File: src/ptp_pkg.sv
// Package for the perspective point transform: payload structs, widths and
// the record that passes from the front part through the queue to the back part.
// No dependencies.
`default_nettype none
package ptp_pkg;

    localparam int COORD_W   = 32;              // Q16.16 coordinate
    localparam int CFG_W     = 64;              // one configuration register
    localparam int CFG_NUM   = 8;
    localparam int CFG_IDX_W = 4;               // index port, holds unused codes too
    localparam int TERM_W    = 48;              // floor(p*m / 2^16)
    localparam int ACC_W     = 50;              // exact sum of one column
    localparam int MAG_W     = ACC_W - 1;       // magnitude of an accumulator
    localparam int FRAC_W    = 16;
    localparam int Q_DEPTH   = 4;
    localparam int Q_PTR_W   = $clog2(Q_DEPTH);
    localparam int DIV_STEPS = COORD_W;         // quotient bits produced

    localparam logic [CFG_IDX_W-1:0] CFG_LAST = CFG_IDX_W'(CFG_NUM - 1);

    typedef struct packed {
        logic signed [COORD_W-1:0] point_x;
        logic signed [COORD_W-1:0] point_y;
        logic signed [COORD_W-1:0] point_z;
    } t_point;

    typedef struct packed {
        logic signed [COORD_W-1:0] out_x;
        logic signed [COORD_W-1:0] out_y;
        logic signed [COORD_W-1:0] out_z;
        logic                      w_zero;
        logic                      saturated;
    } t_result;

    // Matrix element [row][col], two's complement Q16.16.
    typedef logic [3:0][3:0][COORD_W-1:0] t_matrix;

    // Classified item: magnitudes of X, Y, Z, their signs relative to W, magnitude of W and a zero-W flag.
    typedef struct packed {
        logic [2:0][MAG_W-1:0] an;
        logic [2:0]            neg;
        logic [MAG_W-1:0]      ad;
        logic                  wz;
    } t_class;

    typedef struct packed {
        logic full;
        logic empty;
    } t_q_status;

endpackage
`default_nettype wire

File: src/ptp_queue.sv
// Short queue of classified items between the front and back parts.
// Depends on ptp_pkg.
`default_nettype none
module ptp_queue (
    input  wire logic            i_clk,
    input  wire logic            i_rst_n,
    input  wire logic            i_push,
    input  wire ptp_pkg::t_class i_item,
    input  wire logic            i_pop,
    output ptp_pkg::t_class      o_item,
    output ptp_pkg::t_q_status   o_status
);
    import ptp_pkg::*;

    t_class             r_mem [Q_DEPTH];
    logic [Q_PTR_W-1:0] r_wr, r_rd;
    logic [Q_PTR_W:0]   r_cnt;
    logic               do_push, do_pop;

    assign o_status.full  = (r_cnt == (Q_PTR_W+1)'(Q_DEPTH));
    assign o_status.empty = (r_cnt == '0);
    assign do_push = i_push && !o_status.full;
    assign do_pop  = i_pop && !o_status.empty;
    assign o_item  = r_mem[r_rd];

    always_ff @(posedge i_clk) begin
        if (!i_rst_n) begin
            r_wr  <= '0;
            r_rd  <= '0;
            r_cnt <= '0;
        end else begin
            if (do_push) r_wr <= r_wr + 1'b1;
            if (do_pop)  r_rd <= r_rd + 1'b1;
            r_cnt <= r_cnt + (Q_PTR_W+1)'(do_push) - (Q_PTR_W+1)'(do_pop);
        end
    end

    always_ff @(posedge i_clk) begin
        if (do_push) r_mem[r_wr] <= i_item;
    end

endmodule
`default_nettype wire

File: config.mk
export PLATFORM = sky130hd
export DESIGN_NAME = ptp_queue
export DESIGN_NICKNAME = d
export VERILOG_FILES = /design/src/ptp_pkg.sv /design/src/ptp_queue.sv
export SDC_FILE = /design/constraint.sdc
export NUM_CORES = 1
export LEC_CHECK = 0
export BUFFER_PORTS_ARGS = -buffer_cell sky130_fd_sc_hd__buf_2
export CAP_MARGIN = 20
export CORE_MARGIN = 8
export CORE_UTILIZATION = 50
export CTS_BUF_LIST = sky130_fd_sc_hd__clkbuf_8
export CTS_CLUSTER_SIZE = 10
export DETAILED_ROUTE_END_ITERATION = 8
export HOLD_SLACK_MARGIN = 0.08
export PLACE_DENSITY = 0.71
export RECOVER_POWER = 100
export SLEW_MARGIN = 40
export SYNTH_ARGS = -nofsm -noshare
export SYNTH_HDL_FRONTEND = slang
export SYNTH_SLANG_ARGS = --single-unit
File: constraint.sdc
create_clock -name i_clk -period 7.4 [get_ports i_clk]
set_input_delay 0.37 -clock i_clk [delete_from_list [all_inputs] [get_ports i_clk]]
set_output_delay 0.37 -clock i_clk [all_outputs]
set_load 0.005 [all_outputs]
==> results of run 1 <==
logic make-up after synthesis:
kind of cell	share of synthesized area, %
buffers and inverters	1.32
AOI/OAI and AO/OA	0.0767
and+or+nand+nor	0.388
xor gates and xnor gates	0.0597
muxes	15.4
adders and majority gates	0.324
DFF	82.4
layout by cell type, fill, tap and decap left out, types with 2 or more instances in the layout:
| master | instances |
|---|---|
| and2_0 | 7 |
| buf_1 | 2 |
| buf_12 | 9 |
| buf_2 | 33 |
| buf_6 | 4 |
| clkbuf_1 | 372 |
| clkbuf_8 | 137 |
| clkinv_1 | 32 |
| clkinv_2 | 7 |
| clkinvlp_4 | 6 |
| dfxtp_1 | 9 |
| diode_2 | 6 |
| dlygate4sd3_1 | 204 |
| edfxtp_1 | 800 |
| ha_1 | 6 |
| inv_1 | 46 |
| inv_6 | 2 |
| inv_8 | 2 |
| mux2i_1 | 2 |
| mux4_2 | 200 |
| nand2_1 | 6 |
| nor2b_1 | 2 |
| o21ai_0 | 3 |
| xnor2_1 | 2 |
cell usage after synthesis (all sizes together):
cell type  count  area (um^2)
mux4         200         4500
ha             6         75.1
inv            6         22.5
clkbuf         3         11.3
a21boi         1         7.51
fa             1         20.0
xnor2          2         17.5
and2           7         43.8
dfxtp          9          180
or4bb          1         11.3
nor2b          2         12.5
nand2          6         22.5
nor3b          1         7.51
edfxtp       800        24000
or3            1         6.26
mux2i          2         20.0
buf           43          353
nor3           1         10.0
o21ai          3         15.0
critical path: stages (launching register included):
cell,delay [ns]
dfxtp_1,0.33
nor3b_1,0.16
nor2b_1,0.10
clkbuf_1,0.35
and2_0,2.67
buf_6,0.69
worst paths after layout:
check / from / end / cells after the start
max: r_cnt[2] / r_mem[1][149] / 5
max reg2reg: r_cnt[2] / r_mem[1][149] / 5
min: i_item[103] / r_mem[0][103] / 2
min reg2reg: r_rd[0] / r_rd[0] / 2
registers in the layout, indices dropped and copies added (netlist names), named ones only:
register,flops
r_cnt,3
r_rd,2
r_mem,800
r_wr,2
where the power goes:
part,total (mW),leakage (nW),switching [mW],internal [mW]
registers,5.70,7.40,0.129,5.57
logic,2.23,2.70,1.17,1.05
clock network,3.38,1.31,1.64,1.75
through the flow:
stage               instances  worst slack, ns  utilization [%]
floorplan                1095             1.41                -
global placement         2240             4.46             55.0
detailed placement       2241             4.80             55.0
CTS                      2672             3.97             62.4
global route             2676             2.19             61.7
finish                   2679             2.63             61.7
per-layer routing:
layer / vias to the layer above / wire length [um] / GRT usage (%)
li1: 6200 / - / -
met5: - / 35 / 0
met2: 540 / 30700 / 29.4
met3: 114 / 4730 / 6.43
met4: 6 / 1660 / 6.97
met1: 7430 / 23500 / 22.4
area by class of cell:
cell class / instances / area [um^2]
Inverter: 6 / 22.5
Sequential cell: 809 / 24200
Clock inverter: 90 / 420
Multi-Input combinational cell: 234 / 4770
Fill cell: 4224 / 22500
Clock buffer: 137 / 1890
Tap cell: 773 / 967
Antenna cell: 6 / 15.0
Timing Repair Buffer: 624 / 3840
==> results_dict.tcl, run 1 <==
set metrics [dict create \
    path_clk_slew_ns 0.06 \
    cts_tree "built" \
    ant_nets 0 \
    clock_path_buffers 3 \
    synth_warnings 0 \
    nNetsFinal 2018 \
    grt_pass1_vias 15574 \
    overflow 0 \
    hp-class "input pin to flip-flop" \
    cts_root_buf "clkbuf_8" \
    min_period_ns 4.77 \
    synth_area_per_cell_um2 26.8 \
    drc 0 \
    tightest_slew_ns 3.65 \
    cts_resized 0 \
    place_congestion 0.709 \
    clock_skew_ns 0.0245 \
    synthCells 1095 \
    track_usage_pct 18.1 \
    coreArea_um2 58600 \
    insertion_delay_ns 0.73 \
    drtIter0Drc 1043 \
    status "finished, violations left" \
    drt_wl_total_um 60600 \
    cp_data_required_time_ns 7.75 \
    slew_violations 217 \
    peakVddDrop_mv 0.210 \
    end_kind "flip-flop" \
    die_w_um 258 \
    io_pins 406 \
    dieHeight_um 258 \
    setup_viol 0 \
    critPathMaxFanout 59 \
    grt_first_pass_wirelength_um 92200 \
    postCtsHoldBufs 204 \
    syn2layout_area_growth_pct 23.0 \
    power_density_nw_per_um2 313 \
    maxCapViolations 6 \
    postCtsSetupRepairBufs 0 \
    crit_arrival_ns 5.12 \
    setup_tns_ns 0 \
    synth_seq_area_share_pct 82.4 \
    worstSetupPathType "flip-flop to flip-flop" \
    worstSetupStartpointType "flip-flop" \
    drt-pass1-iter-count 5 \
    fp.dieArea_um2 66700 \
    htreeDepth 4 \
    syn-num-nets 1306 \
    initial_core_util_pct 50.1 \
    leakage_nw 11.4 \
    clock_sinks 809 \
    row_count 89 \
    worst_slew_margin_rel_pct -143 \
    hold_viol_final 0 \
    whs_ns 0.434 \
    avgRoutedWirePerCell_um 22.6 \
    fmax_mhz 210 \
    dr_total_vias 14290 \
    hpwl_um 34600 \
    violations "max-capacitance violations, max-slew violations" \
    cts-buffers-inserted 132 \
    grt_max_degree 113 \
    via_per_inst 5.33 \
    dpl_cell_area_um2 32200 \
    grt_antenna_before_repair 7 \
    synth_seq_cells 809 \
    rsz0062_at_grt "no" \
    reg2reg_slack_ns 2.63 \
    power_mw 11.3 \
    portBuffers 405 \
    drive_gt1_share_pct 21.1 \
    synth_cell_type_count 21 \
    final_cell_area_um2 36100 \
    period_share_pct 64.4 \
    syn_area_um2 29400 \
]
(Power assumes the default switching activity.)
==> inputs of run 2 (changes only) <==
==> constraint.sdc (replaced) <==
create_clock -name i_clk -period 4.9 [get_ports i_clk]
set_input_delay 0.245 -clock i_clk [delete_from_list [all_inputs] [get_ports i_clk]]
set_output_delay 0.245 -clock i_clk [all_outputs]
set_load 0.005 [all_outputs]
==> results_dict.tcl, run 2 (synthesis gave the netlist of run 1 again) <==
set metrics [dict create \
    cts-buffers-inserted 130 \
    grt_first_pass_wirelength_um 97000 \
    slew_violations 183 \
    min_period_ns 3.68 \
    track_usage_pct 19.3 \
    leakage_nw 11.6 \
    peakVddDrop_mv 0.345 \
    crit_arrival_ns 4.00 \
    fillers 4178 \
    cts_resized 0 \
    critPathMaxFanout 67 \
    period_share_pct 75.2 \
    grt_antenna_before_repair 4 \
    io_pins 406 \
    final_cell_mix "edfxtp_1, clkbuf_1, dlygate4sd3_1, mux4_2, clkbuf_8" \
    die_w_um 258 \
    rr_endpoint "r_mem[0][59]" \
    nNetsFinal 2041 \
    worstSetupStartpointType "flip-flop" \
    drt_wl_total_um 63800 \
    tightest_slew_ns 2.20 \
    holdPathStages 2 \
    reg2reg_slack_ns 1.22 \
    critPathTopFamily "buffers and inverters" \
    htreeDepth 4 \
    drt-pass1-iter-count 5 \
    hp-class "input pin to flip-flop" \
    dr_total_vias 14325 \
    slowest_delay_ns 1.52 \
    finish.utilization_pct 62.1 \
    grt_max_degree 77 \
    cts_root_buf "clkbuf_8" \
    whs_endpoint "r_mem[0][18]" \
    top_register "r_mem" \
    final_cell_area_um2 36400 \
    clock_sinks 809 \
    portBuffers 405 \
    drc 0 \
    grt_pass1_vias 15745 \
    status "finished, violations left" \
    row_count 89 \
    insertion_delay_ns 0.75 \
    drtIter0Drc 966 \
    timing.rr.start "r_cnt[2]" \
    path_buf_inv 1 \
    highest_layer "met5" \
    coreArea_um2 58600 \
    maxCapViolations 4 \
    r2r_cells 4 \
    cp_data_required_time_ns 5.21 \
    layout.cells.most_common "edfxtp_1" \
    overflow 0 \
    routed-wl-met3_um 4930 \
    worstSetupPathType "flip-flop to flip-flop" \
    via_per_inst 5.31 \
    cp_slowest_cell "clkbuf_2" \
    place_congestion 0.721 \
    fp.dieArea_um2 66700 \
    worst-path-stages 4 \
    dpl_cell_area_um2 32600 \
    dieHeight_um 258 \
    drive_gt1_share_pct 22.5 \
    seqCellArea_um2 24200 \
    rsz0062_at_grt "no" \
    violations "max-capacitance violations, max-slew violations" \
    path_cells "nor3b_1 -> nor2b_1 -> and2_4 -> clkbuf_2" \
    reg_top3 "r_mem (800), r_cnt (3)" \
    fmax_mhz 271 \
    initial_core_util_pct 50.1 \
    clock_path_buffers 3 \
    holdCritStartpoint "i_item[18]" \
    largest_register_ffs 800 \
    dr_wl_met2_um 32800 \
    clock_skew_ns 0.0255 \
    ant_nets 0 \
    end_kind "flip-flop" \
    wl_met1_um 24900 \
    avgRoutedWirePerCell_um 23.7 \
    setup_tns_ns 0 \
    multi_input_area_um2 4770 \
    worst_slew_margin_rel_pct -46.9 \
    power_density_nw_per_um2 475 \
    path_clk_slew_ns 0.06 \
    syn2layout_area_growth_pct 23.8 \
    setup_viol 0 \
    hpwl_um 39900 \
    hold_viol_final 0 \
    cts_tree "built" \
]
run 2: layout make-up:
class | count | area share [%]
Inverter | 6 | 0.0619
Multi-Input combinational cell | 234 | 13.1
Antenna cell | 3 | 0.0206
Clock inverter | 93 | 1.46
Sequential cell | 809 | 66.6
Clock buffer | 130 | 4.92
Tap cell | 773 | 2.66
Timing Repair Buffer | 649 | 11.2
run 2: worst max-delay path by stage:
| stage | to | start | slack, ns |
|---|---|---|---|
| final | r_mem[0][59] | r_cnt[2] | 1.22 |
| after global routing | r_mem[0][63] | r_cnt[2] | 0.88 |
| after CTS | o_item[50] | flip-flop | 1.66 |
| after detailed placement | r_mem[0][97] | r_cnt[2] | 2.19 |
| after global placement | r_mem[1][103] | r_cnt[2] | 2.10 |
| after floorplan | r_mem[0][0] | r_cnt[2] | 1.15 |
run 2: layer usage:
| layer | GRT usage [%] | up-vias |
|---|---|---|
| li1 | - | 6256 |
| met1 | 24.0 | 7479 |
| met2 | 31.7 | 510 |
| met3 | 6.73 | 74 |
| met4 | 6.14 | 6 |
| met5 | 0 | - |
run 2: timing repair:
action | in CTS | in global routing
hold buffers | 204 | 0
setup buffers | 0 | 0
hold endpoints to repair | 809 | 0
run 2: report_power, final:
group	switching [mW]	total, mW	internal (mW)
sequential	0.192	8.60	8.41
combinational	1.84	3.49	1.65
clock	2.55	5.20	2.65
run 2: per-stage QoR:
step / std cells / setup WS, ns / power (mW) / hold slack, ns
2_1_floorplan: 1095 / 1.15 / 10.8 / 0.344
3_3_place_gp: 2260 / 2.10 / 12.2 / 0.456
3_5_place_dp: 2267 / 2.19 / 12.4 / 0.462
4_1_cts: 2694 / 1.66 / 17.7 / 0.145
5_1_grt: 2695 / 0.884 / 18.1 / 0.230
6_report: 2697 / 1.22 / 17.3 / 0.288
==> inputs of run 3 (changes only) <==
==> constraint.sdc (replaced) <==
create_clock -name i_clk -period 3.7 [get_ports i_clk]
set_input_delay 0.185 -clock i_clk [delete_from_list [all_inputs] [get_ports i_clk]]
set_output_delay 0.185 -clock i_clk [all_outputs]
set_load 0.005 [all_outputs]
==> results_dict.tcl, run 3 (synthesis gave the netlist of run 1 again) <==
set metrics [dict create \
    intPower_mw 16.4 \
    cts-buffers-inserted 120 \
    cp_data_required_time_ns 3.51 \
    power_frac_clock_pct 28.2 \
    grt_pass1_vias 15462 \
    worstSetupPathType "flip-flop to output port" \
    holdPathStages 2 \
    power_density_nw_per_um2 617 \
    grt_first_pass_wirelength_um 91500 \
    cts_root_buf "clkbuf_8" \
    die_w_um 258 \
    violations "max-capacitance violations, max-slew violations" \
    critPathMaxFanout 26 \
    pwr-share-seq_pct 51.3 \
    insertion_delay_ns 0.69 \
    tightest_slew_ns 1.81 \
    worstSetupStartpointType "flip-flop" \
    row_count 89 \
    portBuffers 405 \
    fp.dieArea_um2 66700 \
    hp-class "input pin to flip-flop" \
    leakage_nw 11.4 \
    power_frac_comb_pct 20.5 \
    switching_power_mw 5.81 \
    holdCritStartpoint "i_item[106]" \
    clock_path_buffers 3 \
    power_mw 22.2 \
    htreeDepth 3 \
    drive_gt1_share_pct 22.0 \
    drc 0 \
    coreArea_um2 58600 \
    nNetsFinal 2026 \
    ant_nets 0 \
    min_period_ns 3.01 \
    grt_max_degree 84 \
    cts_tree "built" \
    end_kind "output port" \
    whs_endpoint "r_mem[0][106]" \
    drtIter0Drc 1003 \
    fillers 4179 \
    grt_antenna_before_repair 7 \
    clock_skew_ns 0.0241 \
    slew_violations 166 \
    setup_tns_ns 0 \
    dr_total_vias 14154 \
    period_share_pct 81.4 \
    avgRoutedWirePerCell_um 22.5 \
    hpwl_um 36700 \
    reg2reg_slack_ns 0.70 \
    drt_wl_total_um 60500 \
    maxCapViolations 3 \
    syn2layout_area_growth_pct 22.7 \
    hold_viol_final 0 \
    r2r_cells 4 \
    rr_endpoint "r_mem[0][134]" \
    crit_arrival_ns 2.83 \
    top_register "r_mem" \
    timing.rr.start "r_cnt[2]" \
    layout.cells.most_common "edfxtp_1" \
    worst_slew_margin_rel_pct -20.5 \
    setup_viol 0 \
    status "finished, violations left" \
    io_pins 406 \
    peakVddDrop_mv 0.477 \
    rsz0062_at_grt "no" \
    clock_sinks 809 \
    largest_register_ffs 800 \
    dieHeight_um 258 \
    fmax_mhz 332 \
    path_clk_slew_ns 0.06 \
    final_cell_mix "edfxtp_1, clkbuf_1, dlygate4sd3_1, mux4_2, clkbuf_8" \
    initial_core_util_pct 50.1 \
    place_congestion 0.722 \
    overflow 0 \
    via_per_inst 5.27 \
    p_sw_share_pct 26.1 \
    reg_top3 "r_mem (800), r_cnt (3)" \
    drt-pass1-iter-count 5 \
    track_usage_pct 17.9 \
]
==> run 3: changes by cell type in the layout (fill, tap and decap cells not counted), moves of 4 or more <==
cell	delta
clkinv_2	+7
inv_6	-4
buf_12	-4
clkinv_1	+4
clkbuf_8	-9
clkbuf_2	+9
buf_2	-5
clkbuf_1	-7
clkinvlp_4	-5
==> run 3: worst max-delay path by stage <==
| stage | to | depth (start not counted) | startpoint | slack [ns] |
|---|---|---|---|---|
| 6_report | o_item[153] | 4 | flip-flop | 0.69 |
| 5_1_grt | o_item[150] | 4 | flip-flop | 0.41 |
| 4_1_cts | o_item[71] | 3 | flip-flop | 0.54 |
| 3_5_place_dp | r_cnt[2] | 10 | r_cnt[2] | 1.16 |
| 3_3_place_gp | r_cnt[2] | 10 | r_cnt[2] | 1.26 |
| 2_1_floorplan | r_mem[0][0] | 4 | r_cnt[2] | -0.05 |
==> run 3: stage by stage <==
step	cells	hold slack, ns	utilization, %	instance area [um^2]	setup WS [ns]
global route	2684	0.245	61.5	36000	0.408
global placement	2261	0.394	55.4	32400	1.26
finish	2684	0.284	61.5	36000	0.687
CTS	2679	0.125	62.4	36600	0.536
detailed placement	2261	0.402	55.4	32400	1.16
floorplan	1095	0.284	-	29400	-0.0469
==> run 3: worst max-delay path, cell delays in order, from the launching register on <==
cell	delay (ns)
dfxtp_4	0.56
buf_12	0.26
clkbuf_4	0.55
mux4_2	0.60
clkbuf_1	0.14
==> run 3: cell type report <==
class / count / area, um^2 / share of cell area [%]
Tap cell: 773 / 967 / 2.68
Inverter: 6 / 22.5 / 0.0625
Multi-Input combinational cell: 234 / 4780 / 13.3
Antenna cell: 4 / 10.0 / 0.0278
Clock inverter: 93 / 424 / 1.18
Sequential cell: 809 / 24200 / 67.2
Clock buffer: 121 / 1670 / 4.62
Timing Repair Buffer: 644 / 3950 / 11.0
==> run 3: power groups by stage <==
stage | Combinational [mW] | Sequential [mW] | Clock, mW
2_1_floorplan | 2.81 | 11.5 | 0
3_3_place_gp | 4.65 | 11.6 | 0
3_5_place_dp | 4.67 | 11.6 | 0
4_1_cts | 4.88 | 11.4 | 6.47
5_1_grt | 4.95 | 11.5 | 6.83
6_report | 4.56 | 11.4 | 6.27
==> run 3: metal layers <==
metal	vias up	wire length [um]	GRT usage (%)
met5	-	41	0
met4	6	1500	6.73
met3	101	4520	5.06
met2	510	31000	29.7
met1	7321	23400	22.6
li1	6216	-	-
==> run 3: timing repair <==
action,4_1_cts,5_1_grt
hold endpoints to repair,809,0
gates resized for setup,0,0
buffers inserted,0,0
hold buffers,204,0
